File: src/rtl/core/iectmr_pkg.sv
`timescale 1ns / 1ps
// ----------------------------------------------------------------------------
// iectmr_pkg
// Shared types and field widths for the IEC 61131-3 timer bank.
// ----------------------------------------------------------------------------
package iectmr_pkg;

  localparam int FUNC_W   = 3;
  localparam int IDX_W    = 4;
  localparam int DT_W     = 16;
  localparam int KIND_W   = 2;
  localparam int PRESET_W = 32;

  typedef enum logic [FUNC_W-1:0] {
    FUNC_TICK    = 3'd0,
    FUNC_SET_IN  = 3'd1,
    FUNC_SET_RST = 3'd2,
    FUNC_CLEAR   = 3'd3,
    FUNC_CONFIG  = 3'd4,
    FUNC_READ    = 3'd5
  } func_e;

  typedef enum logic [KIND_W-1:0] {
    KIND_TON = 2'd0,
    KIND_TOF = 2'd1,
    KIND_TP  = 2'd2,
    KIND_RTO = 2'd3
  } kind_e;

  typedef struct packed {
    logic in_level;
    logic reset_level;
    logic q;
    logic pulse;
    logic prev_in;
  } timer_flags_t;

endpackage

File: src/rtl/core/iectmr_step.sv
`timescale 1ns / 1ps
// ----------------------------------------------------------------------------
// iectmr_step
// Next state of one timer entry for one operation: tick, set levels, clear
// or configure; read and other codes leave it unchanged. Elapsed time saturates at the preset.
// ----------------------------------------------------------------------------
module iectmr_step import iectmr_pkg::*; #(
  parameter int TIME_BITS = 32
) (
  input  func_e                func_i,
  input  logic                 level_i,
  input  kind_e                cfg_kind_i,
  input  logic [TIME_BITS-1:0] cfg_preset_i,
  input  logic [DT_W-1:0]      dt_i,
  input  kind_e                kind_i,
  input  logic [TIME_BITS-1:0] preset_i,
  input  logic [TIME_BITS-1:0] elapsed_i,
  input  timer_flags_t         flags_i,
  output kind_e                kind_o,
  output logic [TIME_BITS-1:0] preset_o,
  output logic [TIME_BITS-1:0] elapsed_o,
  output timer_flags_t         flags_o
);

  logic                 pulse_start;
  logic [TIME_BITS-1:0] el_base;
  logic [TIME_BITS-1:0] dt_ext;
  logic [TIME_BITS-1:0] room;
  logic                 reached;
  logic [TIME_BITS-1:0] adv_el;

  assign pulse_start = flags_i.in_level && !flags_i.prev_in && !flags_i.pulse;
  assign el_base     = (kind_i == KIND_TP && pulse_start) ? '0 : elapsed_i;
  assign dt_ext      = TIME_BITS'(dt_i);
  assign room        = preset_i - el_base;
  assign reached     = (el_base >= preset_i) || (dt_ext >= room);
  assign adv_el      = reached ? preset_i : el_base + dt_ext;

  always_comb begin
    kind_o    = kind_i;
    preset_o  = preset_i;
    elapsed_o = elapsed_i;
    flags_o   = flags_i;
    case (func_i)
      FUNC_TICK: begin
        case (kind_i)
          KIND_TON: begin
            if (flags_i.in_level) begin
              elapsed_o = adv_el;
              flags_o.q = reached;
            end else begin
              elapsed_o = '0;
              flags_o.q = 1'b0;
            end
          end
          KIND_TOF: begin
            if (flags_i.in_level) begin
              elapsed_o = '0;
              flags_o.q = 1'b1;
            end else begin
              elapsed_o = adv_el;
              flags_o.q = !reached;
            end
          end
          KIND_TP: begin
            if (pulse_start || flags_i.pulse) begin
              elapsed_o     = adv_el;
              flags_o.q     = !reached;
              flags_o.pulse = !reached;
            end
          end
          default: begin
            if (flags_i.reset_level) begin
              elapsed_o     = '0;
              flags_o.q     = 1'b0;
              flags_o.pulse = 1'b0;
            end else if (flags_i.in_level) begin
              elapsed_o = adv_el;
              flags_o.q = reached;
            end
          end
        endcase
        flags_o.prev_in = flags_i.in_level;
      end
      FUNC_SET_IN: begin
        flags_o.in_level = level_i;
      end
      FUNC_SET_RST: begin
        flags_o.reset_level = level_i;
      end
      FUNC_CLEAR: begin
        elapsed_o     = '0;
        flags_o.q     = 1'b0;
        flags_o.pulse = 1'b0;
      end
      FUNC_CONFIG: begin
        kind_o    = cfg_kind_i;
        preset_o  = cfg_preset_i;
        elapsed_o = '0;
        flags_o   = '0;
      end
      default: begin
      end
    endcase
  end

endmodule

File: src/rtl/core/iectmr_state.sv
`timescale 1ns / 1ps
// ----------------------------------------------------------------------------
// iectmr_state
// Per-timer register tables with one read and one write port at the same
// index, plus the configured timer count.
// ----------------------------------------------------------------------------
module iectmr_state import iectmr_pkg::*; #(
  parameter int ENTRIES   = 16,
  parameter int TIME_BITS = 32,
  parameter int CNT_W     = 5
) (
  input  logic                 clk_i,
  input  logic                 rst_ni,
  input  logic [IDX_W-1:0]     idx_i,
  input  logic                 wr_en_i,
  input  logic                 cnt_bump_i,
  input  kind_e                wr_kind_i,
  input  logic [TIME_BITS-1:0] wr_preset_i,
  input  logic [TIME_BITS-1:0] wr_elapsed_i,
  input  timer_flags_t         wr_flags_i,
  output kind_e                rd_kind_o,
  output logic [TIME_BITS-1:0] rd_preset_o,
  output logic [TIME_BITS-1:0] rd_elapsed_o,
  output timer_flags_t         rd_flags_o,
  output logic [CNT_W-1:0]     count_o
);

  localparam int EIDX_W = (ENTRIES > 1) ? $clog2(ENTRIES) : 1;

  kind_e                kind_mem_q    [ENTRIES];
  logic [TIME_BITS-1:0] preset_mem_q  [ENTRIES];
  logic [TIME_BITS-1:0] elapsed_mem_q [ENTRIES];
  timer_flags_t         flags_mem_q   [ENTRIES];
  logic [CNT_W-1:0]     count_q;
  logic [CNT_W-1:0]     count_d;
  logic [EIDX_W-1:0]    eidx;

  assign eidx = idx_i[EIDX_W-1:0];

  assign rd_kind_o    = kind_mem_q[eidx];
  assign rd_preset_o  = preset_mem_q[eidx];
  assign rd_elapsed_o = elapsed_mem_q[eidx];
  assign rd_flags_o   = flags_mem_q[eidx];
  assign count_o      = count_q;

  always_ff @(posedge clk_i) begin
    if (wr_en_i) begin
      kind_mem_q[eidx]    <= wr_kind_i;
      preset_mem_q[eidx]  <= wr_preset_i;
      elapsed_mem_q[eidx] <= wr_elapsed_i;
      flags_mem_q[eidx]   <= wr_flags_i;
    end
  end

  always_comb begin
    count_d = count_q;
    if (cnt_bump_i && ((IDX_W+1)'(idx_i) >= (IDX_W+1)'(count_q))) begin
      count_d = CNT_W'((IDX_W+1)'(idx_i) + (IDX_W+1)'(1));
    end
  end

  always_ff @(posedge clk_i or negedge rst_ni) begin
    if (!rst_ni) begin
      count_q <= '0;
    end else begin
      count_q <= count_d;
    end
  end

endmodule

File: src/rtl/core/iec_timer_bank_top.sv
`timescale 1ns / 1ps
// ----------------------------------------------------------------------------
// iec_timer_bank_top
// Bank of IEC 61131-3 timers (TON, TOF, TP, RTO) driven by one operation
// per beat; every beat returns the addressed timer's output and an index
// error flag.
//
//   Channel | Dir | Handshake                 | Fields
//   --------+-----+---------------------------+---------------------------------
//   in      | in  | in_valid_i / in_ready_o   | func, timer_index, tick_time,
//           |     |                           | level, timer_kind, preset_time
//   out     | out | out_valid_o / out_ready_i | q_out, bad_index
//
// A beat is registered on accept and moves on when the result register is
// free or read out; one beat per cycle sustained while out_ready_i is high.
// The table read-modify-write happens as the beat moves into the result
// register, so back-to-back beats on one timer see each other's updates.
// in_ready_o drops only while both the input and result registers are
// held by a stall on out_ready_i.
// Reset clears valids and the timer count; tables are undefined until
// configured.
// ----------------------------------------------------------------------------
module iec_timer_bank_top import iectmr_pkg::*; #(
  parameter int BANK_SIZE = 16,
  parameter int TIME_BITS = 32
) (
  input  logic                clk_i,
  input  logic                rst_ni,
  input  logic                in_valid_i,
  output logic                in_ready_o,
  input  logic [FUNC_W-1:0]   func_i,
  input  logic [IDX_W-1:0]    timer_index_i,
  input  logic [DT_W-1:0]     tick_time_i,
  input  logic                level_i,
  input  logic [KIND_W-1:0]   timer_kind_i,
  input  logic [PRESET_W-1:0] preset_time_i,
  output logic                out_valid_o,
  input  logic                out_ready_i,
  output logic                q_out_o,
  output logic                bad_index_o
);

  localparam int ENTRIES = (BANK_SIZE < 2**IDX_W) ? BANK_SIZE : 2**IDX_W;
  localparam int CNT_W   = $clog2(ENTRIES + 1);

  logic                 in_valid_q;
  logic                 in_valid_d;
  logic [FUNC_W-1:0]    func_q;
  logic [IDX_W-1:0]     idx_q;
  logic [DT_W-1:0]      dt_q;
  logic                 level_q;
  kind_e                kind_q;
  logic [TIME_BITS-1:0] preset_q;

  logic                 out_valid_q;
  logic                 out_valid_d;
  logic                 q_out_q;
  logic                 bad_q;

  logic                 in_fire;
  logic                 advance;
  func_e                func;
  logic                 is_cfg;
  logic                 bad;
  logic [CNT_W-1:0]     count;

  kind_e                rd_kind;
  logic [TIME_BITS-1:0] rd_preset;
  logic [TIME_BITS-1:0] rd_elapsed;
  timer_flags_t         rd_flags;
  kind_e                nx_kind;
  logic [TIME_BITS-1:0] nx_preset;
  logic [TIME_BITS-1:0] nx_elapsed;
  timer_flags_t         nx_flags;

  assign advance    = in_valid_q && (!out_valid_q || out_ready_i);
  assign in_ready_o = !in_valid_q || advance;
  assign in_fire    = in_valid_i && in_ready_o;

  assign func   = func_e'(func_q);
  assign is_cfg = (func == FUNC_CONFIG);
  assign bad    = is_cfg ? (32'(idx_q) >= BANK_SIZE)
                         : ((32'(idx_q) >= BANK_SIZE) ||
                            ((IDX_W+1)'(idx_q) >= (IDX_W+1)'(count)));

  iectmr_step #(
    .TIME_BITS (TIME_BITS)
  ) u_step (
    .func_i       (func),
    .level_i      (level_q),
    .cfg_kind_i   (kind_q),
    .cfg_preset_i (preset_q),
    .dt_i         (dt_q),
    .kind_i       (rd_kind),
    .preset_i     (rd_preset),
    .elapsed_i    (rd_elapsed),
    .flags_i      (rd_flags),
    .kind_o       (nx_kind),
    .preset_o     (nx_preset),
    .elapsed_o    (nx_elapsed),
    .flags_o      (nx_flags)
  );

  iectmr_state #(
    .ENTRIES   (ENTRIES),
    .TIME_BITS (TIME_BITS),
    .CNT_W     (CNT_W)
  ) u_state (
    .clk_i        (clk_i),
    .rst_ni       (rst_ni),
    .idx_i        (idx_q),
    .wr_en_i      (advance && !bad),
    .cnt_bump_i   (advance && !bad && is_cfg),
    .wr_kind_i    (nx_kind),
    .wr_preset_i  (nx_preset),
    .wr_elapsed_i (nx_elapsed),
    .wr_flags_i   (nx_flags),
    .rd_kind_o    (rd_kind),
    .rd_preset_o  (rd_preset),
    .rd_elapsed_o (rd_elapsed),
    .rd_flags_o   (rd_flags),
    .count_o      (count)
  );

  always_comb begin
    in_valid_d = in_valid_q;
    if (in_fire) begin
      in_valid_d = 1'b1;
    end else if (advance) begin
      in_valid_d = 1'b0;
    end
  end

  always_comb begin
    out_valid_d = out_valid_q;
    if (advance) begin
      out_valid_d = 1'b1;
    end else if (out_ready_i) begin
      out_valid_d = 1'b0;
    end
  end

  always_ff @(posedge clk_i or negedge rst_ni) begin
    if (!rst_ni) begin
      in_valid_q  <= 1'b0;
      out_valid_q <= 1'b0;
    end else begin
      in_valid_q  <= in_valid_d;
      out_valid_q <= out_valid_d;
    end
  end

  // hold the input beat until it moves into the result register
  always_ff @(posedge clk_i) begin
    if (in_fire) begin
      func_q   <= func_i;
      idx_q    <= timer_index_i;
      dt_q     <= tick_time_i;
      level_q  <= level_i;
      kind_q   <= kind_e'(timer_kind_i);
      preset_q <= TIME_BITS'(preset_time_i);
    end
  end

  always_ff @(posedge clk_i) begin
    if (advance) begin
      q_out_q <= bad ? 1'b0 : nx_flags.q;
      bad_q   <= bad;
    end
  end

  assign out_valid_o = out_valid_q;
  assign q_out_o     = q_out_q;
  assign bad_index_o = bad_q;

endmodule

File: config.mk
export PLATFORM = sky130hd
export DESIGN_NAME = iec_timer_bank_top
export DESIGN_NICKNAME = d
export VERILOG_FILES = /design/src/rtl/core/iectmr_pkg.sv /design/src/rtl/core/iectmr_step.sv /design/src/rtl/core/iectmr_state.sv /design/src/rtl/core/iec_timer_bank_top.sv
export SDC_FILE = /design/constraint.sdc
export NUM_CORES = 1
export LEC_CHECK = 0
export BUFFER_PORTS_ARGS = -buffer_cell sky130_fd_sc_hd__buf_4
export CAP_MARGIN = 25
export CORE_ASPECT_RATIO = 0.7
export CORE_UTILIZATION = 40
export CTS_CLUSTER_DIAMETER = 80
export DETAILED_ROUTE_END_ITERATION = 10
export GPL_TIMING_DRIVEN = 1
export PLACE_DENSITY_LB_ADDON = 0.2
export SYNTH_ARGS = -nofsm -noshare
export SYNTH_HDL_FRONTEND = slang
export SYNTH_SLANG_ARGS = --single-unit
File: constraint.sdc
create_clock -name clk_i -period 10.5 [get_ports clk_i]
set_clock_uncertainty 0.1 [all_clocks]
set_input_delay 2.1 -clock clk_i [delete_from_list [all_inputs] [get_ports clk_i]]
set_output_delay 2.1 -clock clk_i [all_outputs]
set_load 0.03 [all_outputs]
# After elaboration in Yosys (flattened, before gate mapping)
# Memory sizes are Yosys's and may differ from the RTL's. A register that Yosys moved wholly into a read port is not among the register bits.
# Cells that the tools add are included.
totals:
  in_bits: 62
  wordCells: 85
  out_inout_bits: 4
  reg_bits: 67
  memories: 4
  ramBits: 1136
memory_table:
  columns: ["name", "words", "word_bits", "read_ports", "rd_ports_with_merged_regs", "wr", "line_no", "rtl"]
  rows:
  - ["u_state.elapsed_mem_q", 16, 32, 1, 1, 1, "iectmr_state.sv:32", "logic [TIME_BITS-1:0] elapsed_mem_q [ENTRIES];"]
  - ["u_state.preset_mem_q", 16, 32, 1, 1, 1, "iectmr_state.sv:31", "logic [TIME_BITS-1:0] preset_mem_q [ENTRIES];"]
  - ["u_state.flags_mem_q", 16, 5, 1, 1, 1, "iectmr_state.sv:33", "timer_flags_t flags_mem_q [ENTRIES];"]
  - ["u_state.kind_mem_q", 16, 2, 1, 1, 1, "iectmr_state.sv:30", "kind_e kind_mem_q [ENTRIES];"]
op_classes:
  n_eq_ne: 6
  order_cmp: 3
  reduce_logical: 24
  add_sub_neg: 3
  muxes: 34
op_table:
  columns: ["operator", "n"]
  rows:
  - ["two-way mux 32 bit", 8]
  - ["case mux 32 bit (3 select lines)", 1]
  - ["case mux 32 bit (2 select lines)", 1]
  - ["adder 32 x 16 -> 32 bit", 1]
  - [">= comparator 16 x 32 -> 1 bit", 1]
  - [">= comparator 32 bit", 1]
  - ["subtractor 32 bit", 1]
  - ["two-way mux 4 bit", 4]
  - ["two-way mux 1 bit", 12]
  - ["logical AND 1 bit", 8]
  - ["case mux 1 bit (2 select lines)", 4]
  - ["equality test 3 x 2 -> 1 bit, second input constant", 2]
  - ["logical NOT 1 bit", 6]
  - ["adder 4 x 1 -> 5 bit, second input constant", 1]
  - [">= comparator 4 x 5 -> 1 bit", 1]
  - ["logical OR 1 bit", 4]
  - ["two-way mux 2 bit", 2]
  - ["case mux 2 bit (2 select lines)", 1]
  - ["nonzero test 2 bit", 2]
  - ["OR reduction 2 bit", 2]
  - ["equality test 3 x 1 -> 1 bit, second input constant", 1]
  - ["equality test 3 bit, second input constant", 1]
  - ["logical NOT 3 bit", 1]
  - ["case mux 1 bit (3 select lines)", 1]
  - ["other kinds (3)", 3]

# Logic depth before layout (Yosys ltp)
# Gate-level depths: netlist of the first run.
depth:
  depth_word: 13
  ltp_mapped: 34
  ltp_nobuf: 24

# Modules after synthesis
# From an unflattened synthesis of the first run, not the netlist that was laid out.
hier_totals:
  hier_cells: 2753
  area_unflattened_um2: 50542.2
modules_own_cells:
  columns: ["mod", "area_each_um2", "seq_area_each_um2", "instances", "cells_each"]
  rows:
  - ["iectmr_state", 42861.1, 34237.8, 1, 1799]
  - ["iectmr_step", 5626.6, 0.0, 1, 864]
  - ["iec_timer_bank_top", 2054.5, 1851.8, 1, 90]

# Worst setup path before layout of the first run
# Ideal clock, no wire load.
synth_path:
  path_type: "input port to flip-flop"
  start: "input out_ready_i"
  end: "memory u_state.elapsed_mem_q[1][0], enable pin"
  setup_time_ns: 0.587
  path_slack_ns: 2.215
  path_buffers: 0
  arrival_ns: 7.598
  path_stages: 5
  t_required_ns: 9.813
  cell_sequence: "nand2b_1 and2_1 nor2b_1 nand2_1 nor3_1"
synth_between:
  elab_chain_cells: 5
synth_rtl:
  columns: ["element", "line_no", "rtl"]
  rows:
  - ["start, declared", "iec_timer_bank_top.sv:38", "input logic out_ready_i,"]
  - ["logical OR 1 bit", "iec_timer_bank_top.sv:76", "assign advance = in_valid_q && (!out_valid_q || out_ready_i);"]
  - ["logical AND 1 bit", "iec_timer_bank_top.sv:76", null]
  - ["via advance", "iec_timer_bank_top.sv:61", "logic advance;"]
  - ["logical AND 1 bit", "iec_timer_bank_top.sv:112", ".wr_en_i (advance && !bad),"]
  - ["two-way mux 1 bit", "iectmr_state.sv:47", "if (wr_en_i) begin"]
  - ["two-way mux 1 bit (not written as such)", "iectmr_state.sv:50", "elapsed_mem_q[eidx] <= wr_elapsed_i;"]
  - ["end, declared", "iectmr_state.sv:32", null]
# The timed path passes the listed nets, and every way through them passes these cells.

==> summary.txt, run 1 <==
Mapped Area = 0.0504 mm^2
Reg2Reg Depth = 27
largest buffer count on any clock path = 3
prevailing post-synth register cell = edfxtp_1
Mean Syn Cell Area = 19.8 um^2
status = complete, no violations
worst-margin pin slew = 1.08 ns
synth cell count leaders = edfxtp_1, mux4_2, nand2_1
Lkg Pwr = 18.3 nW
setup slack, reg-to-reg = 1.29 ns
Worst Hold Class = reg -> reg
Setup violations, final = 0
Reg2Reg Capture Point = u_state.flags_mem_q[14][2]
die area = 0.127 mm^2
GRT Overall Usage = 0.203
final HPWL from detailed placement = 75.4 mm
clk slew on worst S/H paths = 0.07 ns
Ys Warns = 0
vias = 25809
worst hold endpoint = out_valid_o
Final Hold Violating Endpoints = 0
CP max FO = 36
vias in the first global route = 26407
RSZ-0062 raised after global routing = false
Clock Sinks = 1207
TritonCTS Buffers = 110
post-cts resize count = 0
nets = 2815
largest net degree at the start of global routing = 121
total grt overflow = 0
largest cells by area after synthesis = edfxtp_1, mux4_2, ha_1, nand2_1, mux2_2
CP Class = reg -> reg
routed len/inst = 29.2 um
initial antenna violation count = 5
CTS Root Cell = clkbuf_16
Initial DRC Count = 2604
startpoint class of the critical path = register
Async SR Flop Fraction = 0.00580
row cnt = 108
PD cells = 215 mW/mm^2
Initial Util = 0.405
Final Max Slew Viols = 0
worst path arrival time = 9.49 ns
drt first pass iters = 6
period utilisation layout = 0.877
WL final = 129 mm
Slew HR = 0.276
number of max-cap violations = 0
count leader, synth = edfxtp_1
Hold Buf Count CTS = 0
Mapped Nets = 2677
setup bufs post-CTS = 0
first-pass GRT wire length = 186 mm
CTS tree = yes
highest ir drop seen on vdd = 0.000129 V
FMAX = 109 MHz
Clock Latency Late Sink = 0.72 ns
routability cong. = 0.915
WP data required = 10.79 ns
setup_tns = 0 ns
total number of H-tree levels = 3
port buffer count = 65
total core area = 0.124 mm^2
smallest hold slack = 0.394 ns
Synth Instances = 2541
Synth cell types = 78
EDFF count, synth = 1196
fraction of layout cells with a size suffix above 1 = 0.270
synthesis-to-finish area growth = 12.7%
drc violations = 0
I/O Pins = 66
synthesized flop and latch total = 1207
drt via density = 5.84
post-synthesis sequential area ratio = 0.718
Final ANT Viol Nets = 0
Yosys top cell area share = 0.713
hold_sp = in_valid_q
minimum clock period = 9.21 ns
Die W = 426 um
hold depth = 1
leading area contributor after synthesis = edfxtp_1
Die Ht = 299 um
CP endpoint kind = register
==> flip-flops by register name, indices dropped and copies added (netlist names), 4 cells and up, named ones only <==
name	flops
u_state.kind_mem_q	32
preset_q	32
dt_q	16
u_state.preset_mem_q	512
u_state.count_o	5
u_state.flags_mem_q	80
idx_q	4
u_state.elapsed_mem_q	512
==> worst max-delay path: stages (launching register included) <==
cell and delay (ns):
dfxtp_4 0.82, mux4_2 0.60, mux4_2 0.62, nand2b_4 0.14, or3_2 0.11, buf_4 0.41, and2_1 0.24, ha_1 0.17
inv_1 0.06, fa_1 0.48, a211oi_1 0.34, o21ai_0 0.29, a21oi_1 0.39, xor2_1 0.18, ha_1 0.26, nand2_1 0.08
o21ai_0 0.12, a2111oi_0 0.44, o31ai_1 0.17, a221o_1 0.39, o2111ai_1 0.10, nor4_1 0.10, nand4_1 0.11, buf_4 0.21
and2_2 0.69, buf_4 0.31, o31ai_1 0.12, nor2_1 0.72
==> routing by layer <==
layer	up-vias	part of all wire	GRT usage
met5	-	0	0
met4	0	0.019	0.0434
met2	967	0.46	0.312
li1	10854	-	-
met3	168	0.069	0.0396
met1	13820	0.45	0.303
==> cells by family (layout without fill, tap and decap cells) <==
| family | Yosys count | count (layout) | synth area share |
|---|---|---|---|
| AOI/OAI and AO/OA | 282 | 282 | 0.0358 |
| xor gates and xnor gates | 46 | 46 | 0.00799 |
| adders and majority gates | 74 | 74 | 0.0187 |
| buffers and inverters | 163 | 394 | 0.0148 |
| DFF | 1207 | 1207 | 0.718 |
| muxes | 418 | 418 | 0.171 |
| other | 0 | 1 | 0 |
| and+or+nand+nor | 351 | 351 | 0.0338 |
==> where the power goes <==
| group | internal, W | total (W) | switching [W] |
|---|---|---|---|
| sequential | 0.00571 | 0.00578 | 0.0000705 |
| combinational | 0.000859 | 0.00233 | 0.00147 |
| clock | 0.00231 | 0.00409 | 0.00177 |
==> layout make-up <==
type / count / area (um^2)
fill: 10399 / 67700
sequential: 1207 / 36200
multi-input combinational: 1171 / 13600
clock buffer: 133 / 2900
tap: 1650 / 2060
timing repair buffer: 143 / 1110
clock inverter: 72 / 733
inverter: 46 / 174
antenna: 1 / 2.50
==> worst max-delay path by stage <==
stage | from | endpoint | depth (start not counted)
finish | register | u_state.flags_mem_q[14][2] | 27
global placement | register | u_state.elapsed_mem_q[14][4] | 26
CTS | register | u_state.elapsed_mem_q[12][11] | 26
floorplan | out_ready_i | u_state.elapsed_mem_q[1][0] | 5
global route | register | u_state.elapsed_mem_q[5][31] | 27
detailed placement | register | u_state.elapsed_mem_q[14][11] | 26
==> cell usage in the layout, fill, tap and decap left out, types with 7 or more instances in the layout <==
cell type | Yosys | layout
nor2_4 | 0 | 12
o31ai_1 | 7 | 7
mux2_2 | 37 | 37
clkbuf_16 | 0 | 113
buf_4 | 6 | 135
mux2i_1 | 30 | 30
a221oi_1 | 9 | 9
o21ai_0 | 72 | 70
o21bai_1 | 7 | 7
and2_1 | 12 | 11
edfxtp_1 | 1196 | 1196
nor2_1 | 62 | 50
ha_1 | 72 | 72
clkinv_2 | 0 | 30
clkinv_1 | 0 | 18
bufinv_16 | 0 | 14
nand2_1 | 135 | 135
inv_1 | 45 | 44
or2_2 | 8 | 8
clkbuf_1 | 60 | 20
xor2_1 | 19 | 19
nand2b_1 | 25 | 25
o21a_1 | 17 | 17
a211oi_1 | 10 | 10
a22o_1 | 7 | 7
dfrtp_1 | 7 | 7
mux4_2 | 351 | 351
xnor2_1 | 27 | 27
nand3_1 | 25 | 25
nand4_1 | 20 | 20
nor3_1 | 21 | 17
a21oi_1 | 80 | 79
a21o_1 | 13 | 13
==> through the flow <==
step	total power, W	instances	setup slack (ns)	cell area (um^2)	utilization
2_1_floorplan	0.00743	2541	2.21	50400	-
3_3_place_gp	0.00813	4209	1.49	53100	0.427
3_5_place_dp	0.00818	4215	1.21	53100	0.427
4_1_cts	0.0123	4420	1.17	56800	0.456
5_1_grt	0.0127	4422	0.589	56800	0.456
6_report	0.0122	4423	1.29	56800	0.456
(Power assumes the default switching activity.)
==> run 2, diff against run 1 <==
--- a/config.mk
+++ b/config.mk
@@ -5,7 +5,7 @@
 export SDC_FILE = /design/constraint.sdc
 export NUM_CORES = 1
 export LEC_CHECK = 0
-export BUFFER_PORTS_ARGS = -buffer_cell sky130_fd_sc_hd__buf_4
+export BUFFER_PORTS_ARGS = -buffer_cell sky130_fd_sc_hd__clkbuf_2
 export CAP_MARGIN = 25
 export CORE_ASPECT_RATIO = 0.7
 export CORE_UTILIZATION = 40
==> run 2 against run 1 <==
Against the previous run: worst hold slack worse by 0.011 ns; sequential share of layout area about the same; wire length increased by 1.2%; non-clock buffer count up 8; combinational power about the same; total power up 0.25%; cell count rose by 0.23%; critical path depth fell by 1; sequential cell count unchanged; first-iteration DRC count grew 1.6%.
==> summary.txt, run 2 (synthesis results as in run 1) <==
worst-margin pin slew = 1.11 ns (+0.0338 ns)
Clock Sinks = 1207 (unchanged)
hold_sp = in_valid_q
setup slack, reg-to-reg = 1.08 ns (-0.21 ns)
I/O Pins = 66 (unchanged)
fin cells = 4433 (+0.23%)
worst hold endpoint = out_valid_o
setup bufs post-CTS = 0 (unchanged)
period utilisation layout = 0.897 (+0.0203)
Hold Buf Count CTS = 0 (unchanged)
startpoint class of the critical path = register
Final ANT Viol Nets = 0 (unchanged)
routability cong. = 0.899 (-1.8%)
Top Registers = u_state.elapsed_mem_q: 512 flops, u_state.preset_mem_q: 512 flops, u_state.flags_mem_q: 80 flops
Multi-input gate area = 0.0136 mm^2 (about the same)
final HPWL from detailed placement = 76.9 mm (+2.0%)
Clock Latency Late Sink = 0.75 ns (+0.03 ns)
total core area = 0.124 mm^2 (unchanged)
vias = 25822 (+0.050%)
port buffer count = 65 (unchanged)
Lkg Pwr = 18.3 nW (about the same)
synthesis-to-finish area growth = 12.6% (about the same)
CTS tree = yes
row cnt = 108 (unchanged)
die area = 0.127 mm^2 (unchanged)
first-pass GRT wire length = 189 mm (+1.4%)
CP Class = reg -> reg
CP max FO = 36 (unchanged)
Reg area = 0.0362 mm^2 (unchanged)
Die Ht = 299 um (unchanged)
Initial Util = 0.405 (unchanged)
Slew HR = 0.258 (-0.0177)
WL final = 131 mm (+1.2%)
hold depth = 1 (unchanged)
worst path arrival time = 9.72 ns (+0.23 ns)
PD cells = 215 mW/mm^2 (+0.29%)
most frequent cells in the layout = edfxtp_1, mux4_2, nand2_1
status = complete, no violations
TritonCTS Buffers = 113 (+2.7%)
Reg2Reg Capture Point = u_state.flags_mem_q[5][2]
Fillers = 10381 (-0.17%)
Reg2Reg Depth = 26 (-3.7%)
most common cell after layout, fill and taps aside = edfxtp_1
Worst Hold Class = reg -> reg
number of max-cap violations = 0 (unchanged)
highest ir drop seen on vdd = 0.000136 V (+5.0%)
Initial DRC Count = 2645 (+1.6%)
RSZ-0062 raised after global routing = false
drc violations = 0 (unchanged)
WP data required = 10.79 ns (about the same)
CTS Root Cell = clkbuf_16
drt first pass iters = 5 (-1)
CP endpoint kind = register
Final Max Slew Viols = 0 (unchanged)
Setup violations, final = 0 (unchanged)
# diodes = 0 (-1)
FMAX = 106 MHz (-2.3%)
nets = 2826 (+0.39%)
clk slew on worst S/H paths = 0.06 ns (about the same)
setup_tns = 0 ns (unchanged)
total grt overflow = 0 (unchanged)
Final Hold Violating Endpoints = 0 (unchanged)
placed cell count = 4222 (+0.17%)
largest net degree at the start of global routing = 95 (-21%)
Die W = 426 um (unchanged)
routed len/inst = 29.5 um (+0.94%)
post-cts resize count = 0 (unchanged)
minimum clock period = 9.42 ns (+0.213 ns)
fraction of layout cells with a size suffix above 1 = 0.268 (-0.00214)
largest buffer count on any clock path = 3 (unchanged)
vias in the first global route = 26309 (-0.37%)
GRT Overall Usage = 0.208 (+0.00411)
total number of H-tree levels = 3 (unchanged)
drt via density = 5.82 (-0.18%)
initial antenna violation count = 3 (-2)
==> run 2: metrics by stage <==
step / setup WS [ns] / utilization / instance area (um^2) / hold slack (ns) / total power (W)
6_report: 1.08 / 0.456 / 56800 / 0.383 / 0.0122
5_1_grt: 0.513 / 0.456 / 56800 / 0.409 / 0.0127
4_1_cts: 1.12 / 0.456 / 56700 / 0.391 / 0.0123
3_5_place_dp: 1.14 / 0.426 / 53000 / 0.369 / 0.00818
3_3_place_gp: 1.25 / 0.426 / 53000 / 0.367 / 0.00814
2_1_floorplan: 2.21 / - / 50400 / 0.349 / 0.00743
==> run 2: worst max-delay path, stage by stage (launching register included) <==
cell       delay (ns)
dfxtp_4          0.86
mux4_2           0.62
nand2b_1         0.16
mux4_2           0.62
or3_2            0.85
and2_1           0.32
ha_1             0.20
inv_1            0.08
fa_1             0.24
a211oi_1         0.11
o21ai_0          0.55
a21oi_1          0.26
xor2_1           0.20
ha_1             0.31
nand2_1          0.07
o21ai_0          0.10
a2111oi_0        0.38
o31ai_1          0.17
a221o_1          0.37
o2111ai_1        0.07
nor4_1           0.09
nand4_1          0.10
buf_4            0.22
and2_2           0.57
buf_4            0.44
o31ai_1          0.18
nor2_1           0.75
==> run 2: area by class of cell <==
class,count,area share
Sequential cell,1207,0.638
Timing Repair Buffer,151,0.0182
Inverter,46,0.00306
Multi-Input combinational cell,1171,0.240
Tap cell,1650,0.0364
Clock inverter,64,0.0126
Clock buffer,144,0.0526
==> run 2: metal layers <==
layer / global-route usage / share of wire / up-vias
met5: 0 / 0 / -
met4: 0.0439 / 0.020 / 0
met3: 0.0368 / 0.059 / 165
met2: 0.315 / 0.46 / 822
met1: 0.314 / 0.46 / 13969
li1: - / - / 10866
==> run 2: how the worst max path moves through the flow <==
stage | from | end | slack (ns) | depth (start not counted)
after global routing | register | u_state.flags_mem_q[5][2] | 0.51 | 26
after global placement | register | u_state.elapsed_mem_q[12][29] | 1.25 | 26
after detailed placement | register | u_state.flags_mem_q[5][2] | 1.14 | 26
after floorplan | out_ready_i | u_state.elapsed_mem_q[1][0] | 2.21 | 5
after CTS | register | u_state.flags_mem_q[5][2] | 1.12 | 26
final | register | u_state.flags_mem_q[5][2] | 1.08 | 26
==> run 2: report_power, final <==
part           internal [W]  switching [W]
sequential          0.00571      0.0000670
clock               0.00235        0.00177
combinational      0.000854        0.00147
total               0.00892        0.00331
==> run 3, diff against run 2 <==
==> constraint.sdc (replaced) <==
create_clock -name clk_i -period 9.1 [get_ports clk_i]
set_clock_uncertainty 0.1 [all_clocks]
set_input_delay 1.82 -clock clk_i [delete_from_list [all_inputs] [get_ports clk_i]]
set_output_delay 1.82 -clock clk_i [all_outputs]
set_load 0.03 [all_outputs]
==> run 3 against run 2 <==
Against the previous run: total power is 14% higher; critical path depth is 4 lower; final area hardly changed; sequential power is 15% higher; register-to-register slack worse by 0.14 ns; global-route usage hardly changed; clock power is 10% higher; combinational power is 17% higher; sequential cell count stayed put.
==> summary.txt, run 3 (synthesis results as in run 1) <==
status = complete, no violations
Top Registers = u_state.elapsed_mem_q: 512 flops, u_state.preset_mem_q: 512 flops, u_state.flags_mem_q: 80 flops
row cnt = 108 (unchanged)
Psw = 0.00385 W (+16%)
setup_tns = 0 ns (unchanged)
Initial DRC Count = 2713 (+2.6%)
Lkg Pwr = 18.3 nW (about the same)
vias = 26042 (+0.85%)
worst path arrival time = 8.52 ns (-1.20 ns)
WP data required = 9.46 ns (-1.33 ns)
vias in the first global route = 26356 (+0.18%)
highest ir drop seen on vdd = 0.000154 V (+14%)
Multi-input gate area = 0.0136 mm^2 (about the same)
post-cts resize count = 0 (unchanged)
most frequent cells in the layout = edfxtp_1, mux4_2, nand2_1
first-pass GRT wire length = 189 mm (+0.47%)
Design Area, Final = 0.0567 mm^2 (about the same)
Clock Latency Late Sink = 0.74 ns (about the same)
Reg2Reg Depth = 22 (-15%)
routability cong. = 0.906 (+0.81%)
Final Hold Violating Endpoints = 0 (unchanged)
internal power = 0.0101 W (+13%)
final HPWL from detailed placement = 78.5 mm (+2.2%)
number of max-cap violations = 0 (unchanged)
I/O Pins = 66 (unchanged)
Initial Util = 0.405 (unchanged)
Setup violations, final = 0 (unchanged)
setup bufs post-CTS = 0 (unchanged)
largest buffer count on any clock path = 3 (unchanged)
GRT Overall Usage = 0.208 (+0.000323)
fraction of layout cells with a size suffix above 1 = 0.276 (+0.00799)
die area = 0.127 mm^2 (unchanged)
Combinational Power Share = 0.195 (+0.005)
Die W = 426 um (unchanged)
drt via density = 5.86 (+0.58%)
Pwr Total = 0.0139 W (+14%)
largest net degree at the start of global routing = 71 (-25%)
Die Ht = 299 um (unchanged)
RSZ-0062 raised after global routing = false
placed standard-cell area = 0.0532 mm^2 (+0.27%)
Slew HR = 0.302 (+0.0436)
CP Class = reg -> reg
synthesis-to-finish area growth = 12.6% (about the same)
fin cells = 4445 (+0.27%)
drt first pass iters = 6 (+1)
Clock Sinks = 1207 (unchanged)
Hold Buf Count CTS = 0 (unchanged)
total core area = 0.124 mm^2 (unchanged)
Reg2Reg Capture Point = u_state.elapsed_mem_q[14][22]
worst hold endpoint = out_valid_o
switch share = 0.276 (+0.00598)
worst-margin pin slew = 1.04 ns (-0.0723 ns)
Flop pwr share = 0.478 (+0.005)
Final ANT Viol Nets = 0 (unchanged)
total grt overflow = 0 (unchanged)
initial antenna violation count = 4 (+1)
period utilisation layout = 0.897 (about the same)
hold_sp = in_valid_q
setup slack, reg-to-reg = 0.93 ns (-0.14 ns)
TritonCTS Buffers = 112 (-0.88%)
CP endpoint kind = register
FMAX = 122 MHz (+15%)
routed len/inst = 29.7 um (+0.50%)
Final Max Slew Viols = 0 (unchanged)
minimum clock period = 8.17 ns (-1.26 ns)
drc violations = 0 (unchanged)
most common cell after layout, fill and taps aside = edfxtp_1
port buffer count = 65 (unchanged)
Worst Hold Class = reg -> reg
placed cell count = 4233 (+0.26%)
PD cells = 246 mW/mm^2 (+14%)
CTS tree = yes
CTS Root Cell = clkbuf_16
clk slew on worst S/H paths = 0.06 ns (about the same)
Reg area = 0.0362 mm^2 (unchanged)
WL final = 132 mm (+0.77%)
CP max FO = 61 (+69%)
startpoint class of the critical path = register
Clock power frac = 0.327 (-0.010)
nets = 2837 (+0.39%)
hold depth = 1 (unchanged)
total number of H-tree levels = 3 (unchanged)
Fillers = 10374 (-0.067%)
[run 3: metrics by stage]
step | hold WS [ns] | worst slack (ns) | util
floorplan | 0.349 | 1.09 | -
global placement | 0.362 | 0.888 | 0.426
detailed placement | 0.374 | 0.890 | 0.427
CTS | 0.389 | 0.850 | 0.455
global route | 0.431 | 0.274 | 0.456
finish | 0.381 | 0.935 | 0.456
[run 3: per-layer routing]
| metal | wire, um | up-vias | global-route usage |
|---|---|---|---|
| met4 | 2330 | 0 | 0.0445 |
| li1 | - | 10894 | - |
| met3 | 8280 | 154 | 0.0314 |
| met1 | 60900 | 14050 | 0.318 |
| met5 | 0 | - | 0 |
| met2 | 60300 | 944 | 0.316 |
[run 3: worst max path at each step]
| stage | to | slack, ns | from |
|---|---|---|---|
| 6_report | u_state.elapsed_mem_q[14][22] | 0.93 | register |
| 5_1_grt | u_state.elapsed_mem_q[14][5] | 0.27 | register |
| 4_1_cts | u_state.elapsed_mem_q[8][16] | 0.85 | register |
| 3_5_place_dp | u_state.elapsed_mem_q[10][16] | 0.89 | register |
| 3_3_place_gp | u_state.elapsed_mem_q[14][5] | 0.89 | register |
| 2_1_floorplan | u_state.elapsed_mem_q[1][0] | 1.09 | out_ready_i |
[run 3: final cells by class]
| cell class | instances | share of cell area |
|---|---|---|
| multi-input cells | 1171 | 0.240 |
| repair buffers | 163 | 0.0207 |
| clock buffers | 135 | 0.0517 |
| flip-flops and latches | 1207 | 0.638 |
| clock inverters | 71 | 0.0102 |
| well taps | 1650 | 0.0364 |
| inverters | 46 | 0.00307 |
| diodes | 2 | 0.0000882 |
[run 3: worst max-delay path: stages (launching register included)]
cell and delay (ns):
dfxtp_4 0.70, buf_12 0.47, buf_4 0.35, mux4_2 0.54, mux4_2 0.60, ha_1 0.47
o211ai_1 0.14, o21ai_0 0.54, a21oi_1 0.26, xor2_1 0.20, ha_1 0.31, nand2_1 0.07
o21ai_0 0.11, a2111oi_0 0.45, o31ai_1 0.17, a221o_1 0.38, o2111ai_1 0.08, nor4_1 0.08
nand4_1 0.12, buf_4 0.22, nand2_1 0.41, or4_1 0.63, nand3_1 0.41
[run 3: power by group through the flow]
| stage | logic, W | clock network, W | registers [W] |
|---|---|---|---|
| 5_1_grt | 0.00294 | 0.00484 | 0.00667 |
| 6_report | 0.00272 | 0.00455 | 0.00666 |
| 2_1_floorplan | 0.00183 | 0 | 0.00675 |
| 3_3_place_gp | 0.00263 | 0 | 0.00678 |
| 4_1_cts | 0.00269 | 0.00464 | 0.00666 |
| 3_5_place_dp | 0.00268 | 0 | 0.00678 |
